[src/hdl/ped_pkg.sv]
`timescale 1ns / 1ps
`default_nettype none
// ----------------------------------------------------------------------------
// ped_pkg
// shared widths, codes and types of the panel event decoder
// ----------------------------------------------------------------------------
package ped_pkg;

    localparam int ENCODER_SLOTS_DEF = 32;

    localparam int EVENT_W    = 8;
    localparam int BASE_W     = 5;
    localparam int SLOT_SUM_W = 6;
    localparam int PIN_W      = 9;
    localparam int SLOT_OUT_W = 5;
    localparam int STEP_W     = 4;
    localparam int COUNT_W    = 32;
    localparam int DELTA_W    = 5;
    localparam int REG_W      = 6;
    localparam int ROW_W      = 3;

    localparam logic KIND_BUTTON  = 1'b0;
    localparam logic KIND_ENCODER = 1'b1;

    localparam logic MODE_FOUR_COL = 1'b0;
    localparam logic MODE_KEYPAD   = 1'b1;

    typedef logic signed [COUNT_W-1:0] t_count;

    typedef struct packed {
        logic [PIN_W-1:0] pin;
        logic             level;
    } t_btn_res;

    typedef struct packed {
        logic                     changed;
        logic signed [STEP_W-1:0] step;
        t_count                   new_raw;
    } t_step_res;

endpackage
`default_nettype wire

[src/hdl/ped_btn_map.sv]
`timescale 1ns / 1ps
`default_nettype none
// ----------------------------------------------------------------------------
// ped_btn_map
// maps a button event to shift-register pin number and level
// ----------------------------------------------------------------------------
module ped_btn_map (
    input  wire logic [ped_pkg::EVENT_W-1:0] i_event,
    input  wire logic                        i_mode,
    input  wire logic [ped_pkg::BASE_W-1:0]  i_base_register,
    output ped_pkg::t_btn_res                o_res
);
    import ped_pkg::*;

    logic [5:0]       button;
    logic [REG_W-1:0] sreg;
    logic [ROW_W-1:0] row;
    logic             level;

    assign button = i_event[6:1];

    always_comb begin
        unique case (i_mode)
            MODE_FOUR_COL: begin
                // reversed register order, inverted level
                sreg  = REG_W'(i_base_register) + REG_W'(3) - {2'b00, button[5:2]};
                row   = {1'b0, button[1:0]};
                level = ~i_event[0];
            end
            MODE_KEYPAD: begin
                sreg  = REG_W'(i_base_register) + {3'b000, button[5:3]};
                row   = button[2:0];
                level = i_event[0];
            end
            default: begin
                sreg  = '0;
                row   = '0;
                level = 1'b0;
            end
        endcase
    end

    assign o_res.pin   = {sreg, row};
    assign o_res.level = level;

endmodule
`default_nettype wire

[src/hdl/ped_step_calc.sv]
`timescale 1ns / 1ps
`default_nettype none
// ----------------------------------------------------------------------------
// ped_step_calc
// raw count update and saturated change of the reported count
// ----------------------------------------------------------------------------
module ped_step_calc (
    input  wire ped_pkg::t_count                    i_raw,
    input  wire logic [ped_pkg::DELTA_W-1:0]        i_delta,
    output ped_pkg::t_step_res                      o_res
);
    import ped_pkg::*;

    // divide by four, truncated toward zero
    function automatic t_count f_div4(input t_count x);
        t_count q;
        q = x >>> 2;
        return q + t_count'({1'b0, x[COUNT_W-1] & (x[1:0] != 2'b00)});
    endfunction

    t_count new_raw;
    t_count prev_rep;
    t_count new_rep;
    t_count diff;

    always_comb begin
        new_raw  = i_raw + {{(COUNT_W-DELTA_W){i_delta[DELTA_W-1]}}, i_delta};
        prev_rep = f_div4(i_raw);
        new_rep  = f_div4(new_raw);
        diff     = new_rep - prev_rep;
    end

    always_comb begin
        o_res.new_raw = new_raw;
        o_res.changed = (diff != '0);
        if (diff > 32'sd7) begin
            o_res.step = 4'sd7;
        end else if (diff < -32'sd8) begin
            o_res.step = -4'sd8;
        end else begin
            o_res.step = diff[STEP_W-1:0];
        end
    end

endmodule
`default_nettype wire

[src/hdl/ped_cnt_mem.sv]
`timescale 1ns / 1ps
`default_nettype none
// ----------------------------------------------------------------------------
// ped_cnt_mem
// raw encoder counts, one write and one registered read per cycle
// ----------------------------------------------------------------------------
module ped_cnt_mem #(
    parameter  int ENCODER_SLOTS = ped_pkg::ENCODER_SLOTS_DEF,
    localparam int SLOT_W        = (ENCODER_SLOTS > 1) ? $clog2(ENCODER_SLOTS) : 1
) (
    input  wire logic            i_clk,
    input  wire logic            i_rst_n,
    input  wire logic            i_rd_en,
    input  wire logic [SLOT_W-1:0] i_rd_idx,
    input  wire logic            i_wr_en,
    input  wire logic [SLOT_W-1:0] i_wr_idx,
    input  wire ped_pkg::t_count i_wr_data,
    output ped_pkg::t_count      o_rd_data
);
    import ped_pkg::*;

    t_count                   r_mem [ENCODER_SLOTS];
    logic [ENCODER_SLOTS-1:0] r_vld;
    t_count                   r_rd_data;

    // entries never written read as zero
    always_ff @(posedge i_clk) begin
        if (!i_rst_n) begin
            r_vld <= '0;
        end else if (i_wr_en) begin
            r_vld[i_wr_idx] <= 1'b1;
        end
    end

    always_ff @(posedge i_clk) begin
        if (i_wr_en) begin
            r_mem[i_wr_idx] <= i_wr_data;
        end
        if (i_rd_en) begin
            // bypass a write to the same slot at this edge
            if (i_wr_en && (i_wr_idx == i_rd_idx)) begin
                r_rd_data <= i_wr_data;
            end else if (r_vld[i_rd_idx]) begin
                r_rd_data <= r_mem[i_rd_idx];
            end else begin
                r_rd_data <= '0;
            end
        end
    end

    assign o_rd_data = r_rd_data;

endmodule
`default_nettype wire

[src/hdl/panel_event_decoder_detent_encoders.sv]
`timescale 1ns / 1ps
`default_nettype none
// an accepted word is held in stage 1, then any result word in the output registers
// throughput: one word per cycle unless a held result stalls, set by the single count RMW
// the count memory is read at accept and written back as stage 1 fires, with a bypass
// reset: synchronous active-low reset empties both stages and marks every count slot as
// unwritten, so all counts read as zero right away; no clearing pass is needed
// ----------------------------------------------------------------------------
// panel_event_decoder_detent_encoders
// decodes panel event bytes into button pin changes and encoder step changes
// ----------------------------------------------------------------------------
module panel_event_decoder_detent_encoders #(
    parameter  int ENCODER_SLOTS = ped_pkg::ENCODER_SLOTS_DEF,
    localparam int SLOT_W        = (ENCODER_SLOTS > 1) ? $clog2(ENCODER_SLOTS) : 1
) (
    input  wire logic                            i_clk,
    input  wire logic                            i_rst_n,
    // input channel
    input  wire logic                            i_valid,
    output logic                                 o_ready,
    input  wire logic [ped_pkg::EVENT_W-1:0]     i_event_byte,
    input  wire logic                            i_mode,
    input  wire logic [ped_pkg::BASE_W-1:0]      i_base_register,
    input  wire logic [ped_pkg::BASE_W-1:0]      i_base_encoder,
    // result channel
    output logic                                 o_valid,
    input  wire logic                            i_ready,
    output logic                                 o_kind,
    output logic [ped_pkg::PIN_W-1:0]            o_pin,
    output logic                                 o_pin_level,
    output logic [ped_pkg::SLOT_OUT_W-1:0]       o_encoder_slot,
    output logic signed [ped_pkg::STEP_W-1:0]    o_step_change
);
    import ped_pkg::*;

    localparam int CMP_W = 9;

    // ---------------------------------------------------------------- input side decode
    logic [SLOT_SUM_W-1:0] in_slot;
    logic [CMP_W-1:0]      in_slot_ext;
    logic                  in_hit;
    logic                  in_accept;

    // encoder slot is base plus the two encoder-select bits
    assign in_slot     = SLOT_SUM_W'(i_base_encoder) + {4'b0000, i_event_byte[6:5]};
    assign in_slot_ext = {{(CMP_W-SLOT_SUM_W){1'b0}}, in_slot};
    assign in_hit      = (in_slot_ext < CMP_W'(ENCODER_SLOTS));
    assign in_accept   = i_valid && o_ready;

    // ---------------------------------------------------------------- stage 1 registers
    logic                  r_s1_valid;
    logic [EVENT_W-1:0]    r_s1_ev;
    logic                  r_s1_mode;
    logic [BASE_W-1:0]     r_s1_base_reg;
    logic [SLOT_SUM_W-1:0] r_s1_slot;
    logic                  r_s1_hit;
    logic [SLOT_W-1:0]     r_s1_idx;

    // ---------------------------------------------------------------- output registers
    logic                     r_out_valid;
    logic                     r_out_kind;
    logic [PIN_W-1:0]         r_out_pin;
    logic                     r_out_level;
    logic [SLOT_OUT_W-1:0]    r_out_slot;
    logic signed [STEP_W-1:0] r_out_step;

    // ---------------------------------------------------------------- stage 1 logic
    t_count    s1_raw;
    t_btn_res  btn_res;
    t_step_res step_res;
    logic      s1_is_btn;
    logic      s1_is_enc;
    logic      s1_has_result;
    logic      s1_fire;
    logic      out_free;
    logic      cnt_wr_en;

    ped_btn_map u_btn_map (
        .i_event         (r_s1_ev),
        .i_mode          (r_s1_mode),
        .i_base_register (r_s1_base_reg),
        .o_res           (btn_res)
    );

    ped_step_calc u_step_calc (
        .i_raw   (s1_raw),
        .i_delta (r_s1_ev[DELTA_W-1:0]),
        .o_res   (step_res)
    );

    ped_cnt_mem #(
        .ENCODER_SLOTS (ENCODER_SLOTS)
    ) u_cnt_mem (
        .i_clk     (i_clk),
        .i_rst_n   (i_rst_n),
        .i_rd_en   (in_accept && in_hit),
        .i_rd_idx  (in_slot_ext[SLOT_W-1:0]),
        .i_wr_en   (cnt_wr_en),
        .i_wr_idx  (r_s1_idx),
        .i_wr_data (step_res.new_raw),
        .o_rd_data (s1_raw)
    );

    always_comb begin
        s1_is_btn     = r_s1_ev[EVENT_W-1];
        // zero byte is no event, slots past the table are ignored
        s1_is_enc     = !r_s1_ev[EVENT_W-1] && (r_s1_ev != '0) && r_s1_hit;
        s1_has_result = s1_is_btn || (s1_is_enc && step_res.changed);
        out_free      = !r_out_valid || i_ready;
        s1_fire       = r_s1_valid && (!s1_has_result || out_free);
        // raw count moves even when the reported count does not
        cnt_wr_en     = s1_fire && s1_is_enc;
        o_ready       = !r_s1_valid || s1_fire;
    end

    // ---------------------------------------------------------------- control state
    always_ff @(posedge i_clk) begin
        if (!i_rst_n) begin
            r_s1_valid  <= 1'b0;
            r_out_valid <= 1'b0;
        end else begin
            if (in_accept) begin
                r_s1_valid <= 1'b1;
            end else if (s1_fire) begin
                r_s1_valid <= 1'b0;
            end
            if (s1_fire && s1_has_result) begin
                r_out_valid <= 1'b1;
            end else if (i_ready) begin
                r_out_valid <= 1'b0;
            end
        end
    end

    // ---------------------------------------------------------------- payload
    always_ff @(posedge i_clk) begin
        if (in_accept) begin
            r_s1_ev       <= i_event_byte;
            r_s1_mode     <= i_mode;
            r_s1_base_reg <= i_base_register;
            r_s1_slot     <= in_slot;
            r_s1_hit      <= in_hit;
            r_s1_idx      <= in_slot_ext[SLOT_W-1:0];
        end
        if (s1_fire && s1_has_result) begin
            if (s1_is_btn) begin
                r_out_kind  <= KIND_BUTTON;
                r_out_pin   <= btn_res.pin;
                r_out_level <= btn_res.level;
                r_out_slot  <= '0;
                r_out_step  <= '0;
            end else begin
                r_out_kind  <= KIND_ENCODER;
                r_out_pin   <= '0;
                r_out_level <= 1'b0;
                r_out_slot  <= r_s1_slot[SLOT_OUT_W-1:0];
                r_out_step  <= step_res.step;
            end
        end
    end

    assign o_valid        = r_out_valid;
    assign o_kind         = r_out_kind;
    assign o_pin          = r_out_pin;
    assign o_pin_level    = r_out_level;
    assign o_encoder_slot = r_out_slot;
    assign o_step_change  = r_out_step;

    // ---------------------------------------------------------------- assertions
    a_btn_clean : assert property (@(posedge i_clk) disable iff (!i_rst_n)
        (o_valid && (o_kind == KIND_BUTTON)) |-> (o_encoder_slot == '0) && (o_step_change == '0))
        else $error("button word carries encoder fields");

    a_enc_clean : assert property (@(posedge i_clk) disable iff (!i_rst_n)
        (o_valid && (o_kind == KIND_ENCODER)) |-> (o_pin == '0) && !o_pin_level
            && (o_step_change != '0))
        else $error("encoder word malformed");

    a_wr_source : assert property (@(posedge i_clk) disable iff (!i_rst_n)
        cnt_wr_en |-> r_s1_valid && r_s1_hit && !r_s1_ev[EVENT_W-1])
        else $error("count write without a live encoder word");

    a_no_drop : assert property (@(posedge i_clk) disable iff (!i_rst_n)
        (in_accept && r_s1_valid) |-> s1_fire)
        else $error("stage 1 overwritten before it moved on");

    a_result_lands : assert property (@(posedge i_clk) disable iff (!i_rst_n)
        (s1_fire && s1_has_result) |=> o_valid)
        else $error("result word lost");

endmodule
`default_nettype wire
[config.mk]
export PLATFORM = sky130hd
export DESIGN_NAME = panel_event_decoder_detent_encoders
export DESIGN_NICKNAME = d
export VERILOG_FILES = /design/src/hdl/ped_pkg.sv /design/src/hdl/ped_btn_map.sv /design/src/hdl/ped_step_calc.sv /design/src/hdl/ped_cnt_mem.sv /design/src/hdl/panel_event_decoder_detent_encoders.sv
export SDC_FILE = /design/constraint.sdc
export NUM_CORES = 1
export LEC_CHECK = 0
export BUFFER_PORTS_ARGS = -buffer_cell sky130_fd_sc_hd__buf_2
export CORE_ASPECT_RATIO = 2
export CORE_MARGIN = 4
export CORE_UTILIZATION = 45
export CTS_CLUSTER_DIAMETER = 60
export CTS_CLUSTER_SIZE = 24
export DETAILED_ROUTE_END_ITERATION = 16
export HOLD_SLACK_MARGIN = 0.03
export PLACE_DENSITY_LB_ADDON = 0.1
export SETUP_SLACK_MARGIN = 0.15
export SYNTH_ARGS = -nofsm -noshare
export SYNTH_HDL_FRONTEND = slang
export SYNTH_SLANG_ARGS = --single-unit
[constraint.sdc]
create_clock -name i_clk -period 15.2 [get_ports i_clk]
set_input_delay 0.76 -clock i_clk [delete_from_list [all_inputs] [get_ports i_clk]]
set_output_delay 0.76 -clock i_clk [all_outputs]
set_load 0.05 [all_outputs]
==> impl_metrics.tcl, run 1 <==
set metrics [dict create \
    outcome "finished with violations" \
    violations "antenna rules" \
    wl_per_cell_um 30.7 \
    path_max_fanout 31 \
    io-pin-count 45 \
    period_share_pct 80.3 \
    setup_ws_ns 3.00 \
    cts.path.max_buffers 3 \
    clock.fmax_mhz 82.0 \
    num_rows 170 \
    max_slew_margin_pct 14.9 \
    die_h_um 473 \
    grt_pass1_vias 26600 \
    async_flop_share_pct 0 \
    grt_max_degree 84 \
    routabilityCongestion 0.929 \
    final_common_cell "edfxtp_1" \
    drc 0 \
    syn_avg_cell_area_um2 18.2 \
    cp-end-kind "output port" \
    clock_latency_ns 0.68 \
    clock_sinks 1130 \
    track_usage_pct 22.4 \
    cts-buffers-inserted 56 \
    synth_cells 2680 \
    grt_pass1_wl_um 185000 \
    postRouteAntennaNets 1 \
    synth_seq_area_share_pct 68.9 \
    start_util_pct 45.4 \
    max-cap-violations 0 \
    viasPerCell 6.05 \
    crit_path_frequent_cell "ha_1" \
    antenna_found_initial 5 \
    cts_resized 0 \
    drt_wl_total_um 127000 \
    crit_type "reg -> out" \
    setup_viol 0 \
    htreeDepth 2 \
    start_kind "flop" \
    worstMarginPinSlew_ns 1.26 \
    synthesis.nets 2787 \
    dr_total_vias 25000 \
    rsz0062_at_grt "no" \
    cpMaxStageDelayCell "nor2_1" \
    die_area_um2 114000 \
    clockRootBuffer "clkbuf_16" \
    ys_warn_count 0 \
    post-route-util_pct 49.2 \
    p_per_area_nw_per_um2 125 \
    largest_register_ffs 1024 \
    whs_ns 0.257 \
    p_leak_nw 16.9 \
    core_um2 107000 \
    hold_violations 0 \
    final_cell_area_um2 52800 \
    top_register "u_cnt_mem.r_mem" \
    synth_edf_count 1096 \
    hold_buffers 0 \
    drt_iter0_drc 1798 \
    dpl.cell_count 4055 \
    postPlaceCellArea_um2 51200 \
    die_x_um 241 \
    port_buffers 44 \
    p_total_mw 6.60 \
    crit_arrival_ns 11.44 \
    num-fill-cells 8784 \
    min_period_ns 12.20 \
    crit_family "simple AND/OR/NAND/NOR gates" \
    drive_gt1_share_pct 20.8 \
    finalClockSkew_ns 0.0291 \
    syn_area_um2 48700 \
    clkTransAtPathRegs_ns 0.09 \
    cp_num_buf_inv 4 \
    synth_ff_type "edfxtp_1" \
    slowest_delay_ns 0.88 \
    vdd_drop_max_mv 0.0903 \
    place_hpwl_um 87100 \
    first_pass_iters 5 \
    dp_slack_ns 3.43 \
    required_ns 14.44 \
    yosys.cell_types.count 81 \
    hp-class "in -> reg" \
    syn_to_final_growth_pct 8.34 \
    mostFrequentLayoutCells "edfxtp_1, mux4_2, mux2i_1" \
    final_nets 2844 \
    finalNonFillerCells 4135 \
    fin_tns_setup_ns 0 \
    cts_tree "yes" \
    synth_seq_cells 1130 \
    cts_setup_buffers 0 \
    overflow 0 \
    finalMaxSlewViolations 0 \
]
==> path summary, 6_finish.rpt <==
kind                                    start                                to  slack [ns]  cells past startpoint
min                                    i_mode               r_s1_mode$_DFFE_PN_        0.26                      1
max reg2reg              r_s1_ev[4]$_DFFE_PN_  u_cnt_mem.r_mem[5][23]$_DFFE_PP_        3.28                     32
min reg2reg  u_cnt_mem.r_vld[19]$_SDFFE_PN0N_  u_cnt_mem.r_vld[19]$_SDFFE_PN0N_        0.46                      2
max                      r_s1_ev[4]$_DFFE_PN_                           o_ready        3.00                     32
==> cell type report <==
| cell class | count | area, um2 | share of cell area (%) |
|---|---|---|---|
| clock inverter | 11 | 150 | 0.284 |
| clock buffer | 63 | 1470 | 2.78 |
| timing repair buffer | 113 | 748 | 1.42 |
| sequential | 1130 | 33600 | 63.6 |
| tap | 1376 | 1720 | 3.26 |
| inverter | 56 | 210 | 0.398 |
| antenna | 6 | 15.0 | 0.0284 |
| multi-input combinational | 1380 | 14900 | 28.2 |
==> metal layers <==
metal	vias to the layer above	global-route usage [%]	wire length, um
met1	13300	26.3	46300
li1	11000	-	-
met5	-	0	10
met3	198	2.12	4220
met4	2	9.16	6100
met2	552	41.8	70500
==> synthesized netlist by cell type (all sizes together), types with 34 or more instances <==
cell    number  area (um2)
edfxtp    1096       32900
mux4       297        6690
mux2i      136        1360
nand2      108         418
nor2       103         407
o21ai       89         453
ha          79         988
a21oi       75         379
xnor2       65         569
clkbuf      63         236
inv         54         203
xor2        52         455
buf         51         252
nand3       37         215
dfxtp       34         681
==> kinds of logic (layout without fill, tap and decap cells) <==
kind of cell             count (synthesis)  count (layout)  synth area share [%]
flip-flops                            1130            1130                  68.9
multiplexers                           433             433                  16.5
AND/OR/NAND/NOR                        411             411                  4.26
AO/OA/AOI/OAI                          335             335                  4.54
buffers and inverters                  170             243                  1.43
XOR/XNOR                               117             117                  2.10
adder cells (fa/ha/maj)                 84              84                  2.23
other                                    0               6                     0
==> power breakdown <==
part           internal (mW)  switching (mW)
registers               3.58          0.0166
clock network          0.706           0.971
logic                  0.441           0.889
Note: power is estimated with default switching activity, not from simulation.
==> run 2, diff against run 1 <==
--- a/config.mk
+++ b/config.mk
@@ -5,6 +5,7 @@
 export SDC_FILE = /design/constraint.sdc
 export NUM_CORES = 1
 export LEC_CHECK = 0
+export ABC_AREA = 1
 export BUFFER_PORTS_ARGS = -buffer_cell sky130_fd_sc_hd__buf_2
 export CORE_ASPECT_RATIO = 2
 export CORE_MARGIN = 4
==> constraint.sdc (replaced) <==
create_clock -name i_clk -period 11.2 [get_ports i_clk]
set_input_delay 0.56 -clock i_clk [delete_from_list [all_inputs] [get_ports i_clk]]
set_output_delay 0.56 -clock i_clk [all_outputs]
set_load 0.05 [all_outputs]
==> impl_metrics.tcl, run 2 <==
set metrics [dict create \
    syn_avg_cell_area_um2 11.1 \
    routabilityCongestion 0.985 \
    grt_use_met1_pct 30.7 \
    drc 0 \
    mostFrequentLayoutCells "nand2_1, edfxtp_1, a21oi_1" \
    overflow 0 \
    whs_ns 0.0819 \
    fin_tns_setup_ns 0 \
    synth_area_leaders "edfxtp_1, nand2_1, a21oi_1" \
    busiest_layer "met2" \
    clkTransAtPathRegs_ns 0.09 \
    drt_wl_total_um 169000 \
    period_share_pct 85.4 \
    crit_path_frequent_cell "nand2_1" \
    synth_common_cells "nand2_1, edfxtp_1, a21oi_1" \
    hp-class "in -> reg" \
    ys_warn_count 0 \
    crit_type "reg -> reg" \
    syn_to_final_growth_pct 7.01 \
    port_buffers 44 \
    pwr-share-comb_pct 31.4 \
    cts-buffers-inserted 55 \
    rsz0062_at_grt "no" \
    yosys.area.top_type "edfxtp_1" \
    p_clk_share_pct 20.7 \
    num_rows 175 \
    antenna_found_initial 5 \
    start_util_pct 45.4 \
    track_usage_pct 27.5 \
    top_register "u_cnt_mem.r_mem" \
    slowest_delay_ns 1.03 \
    cpMaxStageDelayCell "edfxtp_1" \
    synth_edf_count 1096 \
    start_kind "flop" \
    htreeDepth 2 \
    clockRootBuffer "clkbuf_16" \
    final_nets 4694 \
    cts_resized 0 \
    drt_iter0_drc 3170 \
    place_hpwl_um 102000 \
    hold_buffers 11 \
    p_int_mw 6.87 \
    synthesis.nets 4748 \
    clock.fmax_mhz 105 \
    cts_setup_buffers 0 \
    cts_tree "yes" \
    worstMarginPinSlew_ns 1.31 \
    outcome "complete, no violations" \
    grt_pass1_vias 35700 \
    hold_violations 0 \
    first_pass_iters 6 \
    async_flop_share_pct 0 \
    synth_cells 4641 \
    grtUsageMet3_pct 3.41 \
    cts.path.max_buffers 3 \
    core_um2 114000 \
    clock_latency_ns 0.72 \
    synth_seq_area_share_pct 65.0 \
    p_total_mw 10.8 \
    finalClockSkew_ns 0.0485 \
    syn_area_um2 51700 \
    synth.most_common_cell "nand2_1" \
    die_h_um 487 \
    largest_register_ffs 1024 \
    dr_total_vias 36200 \
    wl_per_cell_um 27.6 \
    synth_top_area_share_pct 63.6 \
    grt_pass1_wl_um 242000 \
    finalNonFillerCells 6109 \
    dpl.cell_count 6023 \
    synth_seq_cells 1130 \
    p_leak_nw 19.6 \
    die_area_um2 121000 \
    yosys.cell_types.count 63 \
    vdd_drop_max_mv 0.147 \
    max-cap-violations 0 \
    setup_viol 0 \
    die_x_um 248 \
    min_period_ns 9.56 \
    switching_share_pct 36.6 \
    p_per_area_nw_per_um2 196 \
    final_common_cell "nand2_1" \
    num-fill-cells 10400 \
    max_slew_margin_pct 12.3 \
    postRouteAntennaNets 0 \
    viasPerCell 5.93 \
    grt_max_degree 162 \
    crit_arrival_ns 9.87 \
    path_max_fanout 33 \
    clock_sinks 1130 \
    finalMaxSlewViolations 0 \
    seqPwrFrac_pct 47.9 \
    io-pin-count 45 \
    cp-end-kind "flop" \
    p_sw_mw 3.97 \
    met2_usage_pct 48.9 \
    synth_ff_type "edfxtp_1" \
    required_ns 11.51 \
    drive_gt1_share_pct 8.02 \
]
[run 2: cell families after synthesis]
| logic type | after synthesis | share of synthesized area, % |
|---|---|---|
| and+or+nand+nor | 1712 | 14.0 |
| xor gates and xnor gates | 85 | 1.82 |
| buffers and inverters | 605 | 4.52 |
| adders and majority gates | 84 | 2.10 |
| DFF | 1130 | 65.0 |
| AOI/OAI and AO/OA | 1025 | 12.6 |
[run 2: critical path: cells and delay by family (launching register included)]
| kind | cells | cell delay [ns] |
|---|---|---|
| compound gates | 5 | 1.03 |
| simple gates | 25 | 4.41 |
| flops | 1 | 1.03 |
| buf+inv | 6 | 1.41 |
| fa+ha+maj | 4 | 1.06 |
| xor+xnor | 1 | 0.13 |
[run 2: worst paths after layout]
path,from,endpoint,slack [ns],depth (start not counted)
min reg2reg,u_cnt_mem.r_vld[28]$_SDFFE_PN0N_,u_cnt_mem.r_vld[28]$_SDFFE_PN0N_,0.46,2
max reg2reg,r_s1_ev[4]$_DFFE_PN_,u_cnt_mem.r_mem[28][28]$_DFFE_PP_,1.64,41
min,i_event_byte[1],r_s1_ev[1]$_DFFE_PN_,0.08,1
max,r_s1_ev[4]$_DFFE_PN_,u_cnt_mem.r_mem[28][28]$_DFFE_PP_,1.64,41
[run 2: per-stage QoR]
stage / util (%) / setup slack, ns / cell area, um2
floorplan: - / 3.21 / 51700
global placement: 47.1 / 2.00 / 53700
detailed placement: 47.1 / 1.97 / 53700
CTS: 48.6 / 1.97 / 55300
global route: 48.6 / 1.16 / 55300
finish: 48.6 / 1.64 / 55300
[run 2: final cells by class]
| class | count | area, um2 | share of cell area, % |
|---|---|---|---|
| Clock buffer | 61 | 1400 | 2.53 |
| Clock inverter | 12 | 166 | 0.301 |
| Inverter | 353 | 1350 | 2.44 |
| Tap cell | 1504 | 1880 | 3.40 |
| Antenna cell | 2 | 5.00 | 0.00904 |
| Timing Repair Buffer | 141 | 1050 | 1.90 |
| Sequential cell | 1130 | 33600 | 60.7 |
| Multi-Input combinational cell | 2906 | 15900 | 28.7 |
[run 2: metal layers]
layer / share of wire [%] / wire length (um) / vias up
li1: - / - / 16400
met1: 35 / 59500 / 18100
met2: 51 / 86600 / 1264
met3: 5.4 / 9060 / 432
met4: 8.1 / 13600 / 0
met5: 0 / 0 / -
[run 2: power groups by stage]
stage	logic [mW]	registers, mW	clock network, mW
detailed placement	3.34	5.28	0
floorplan	2.01	5.27	0
global placement	3.35	5.28	0
global route	3.67	5.19	2.43
finish	3.40	5.19	2.25
CTS	3.36	5.18	2.29
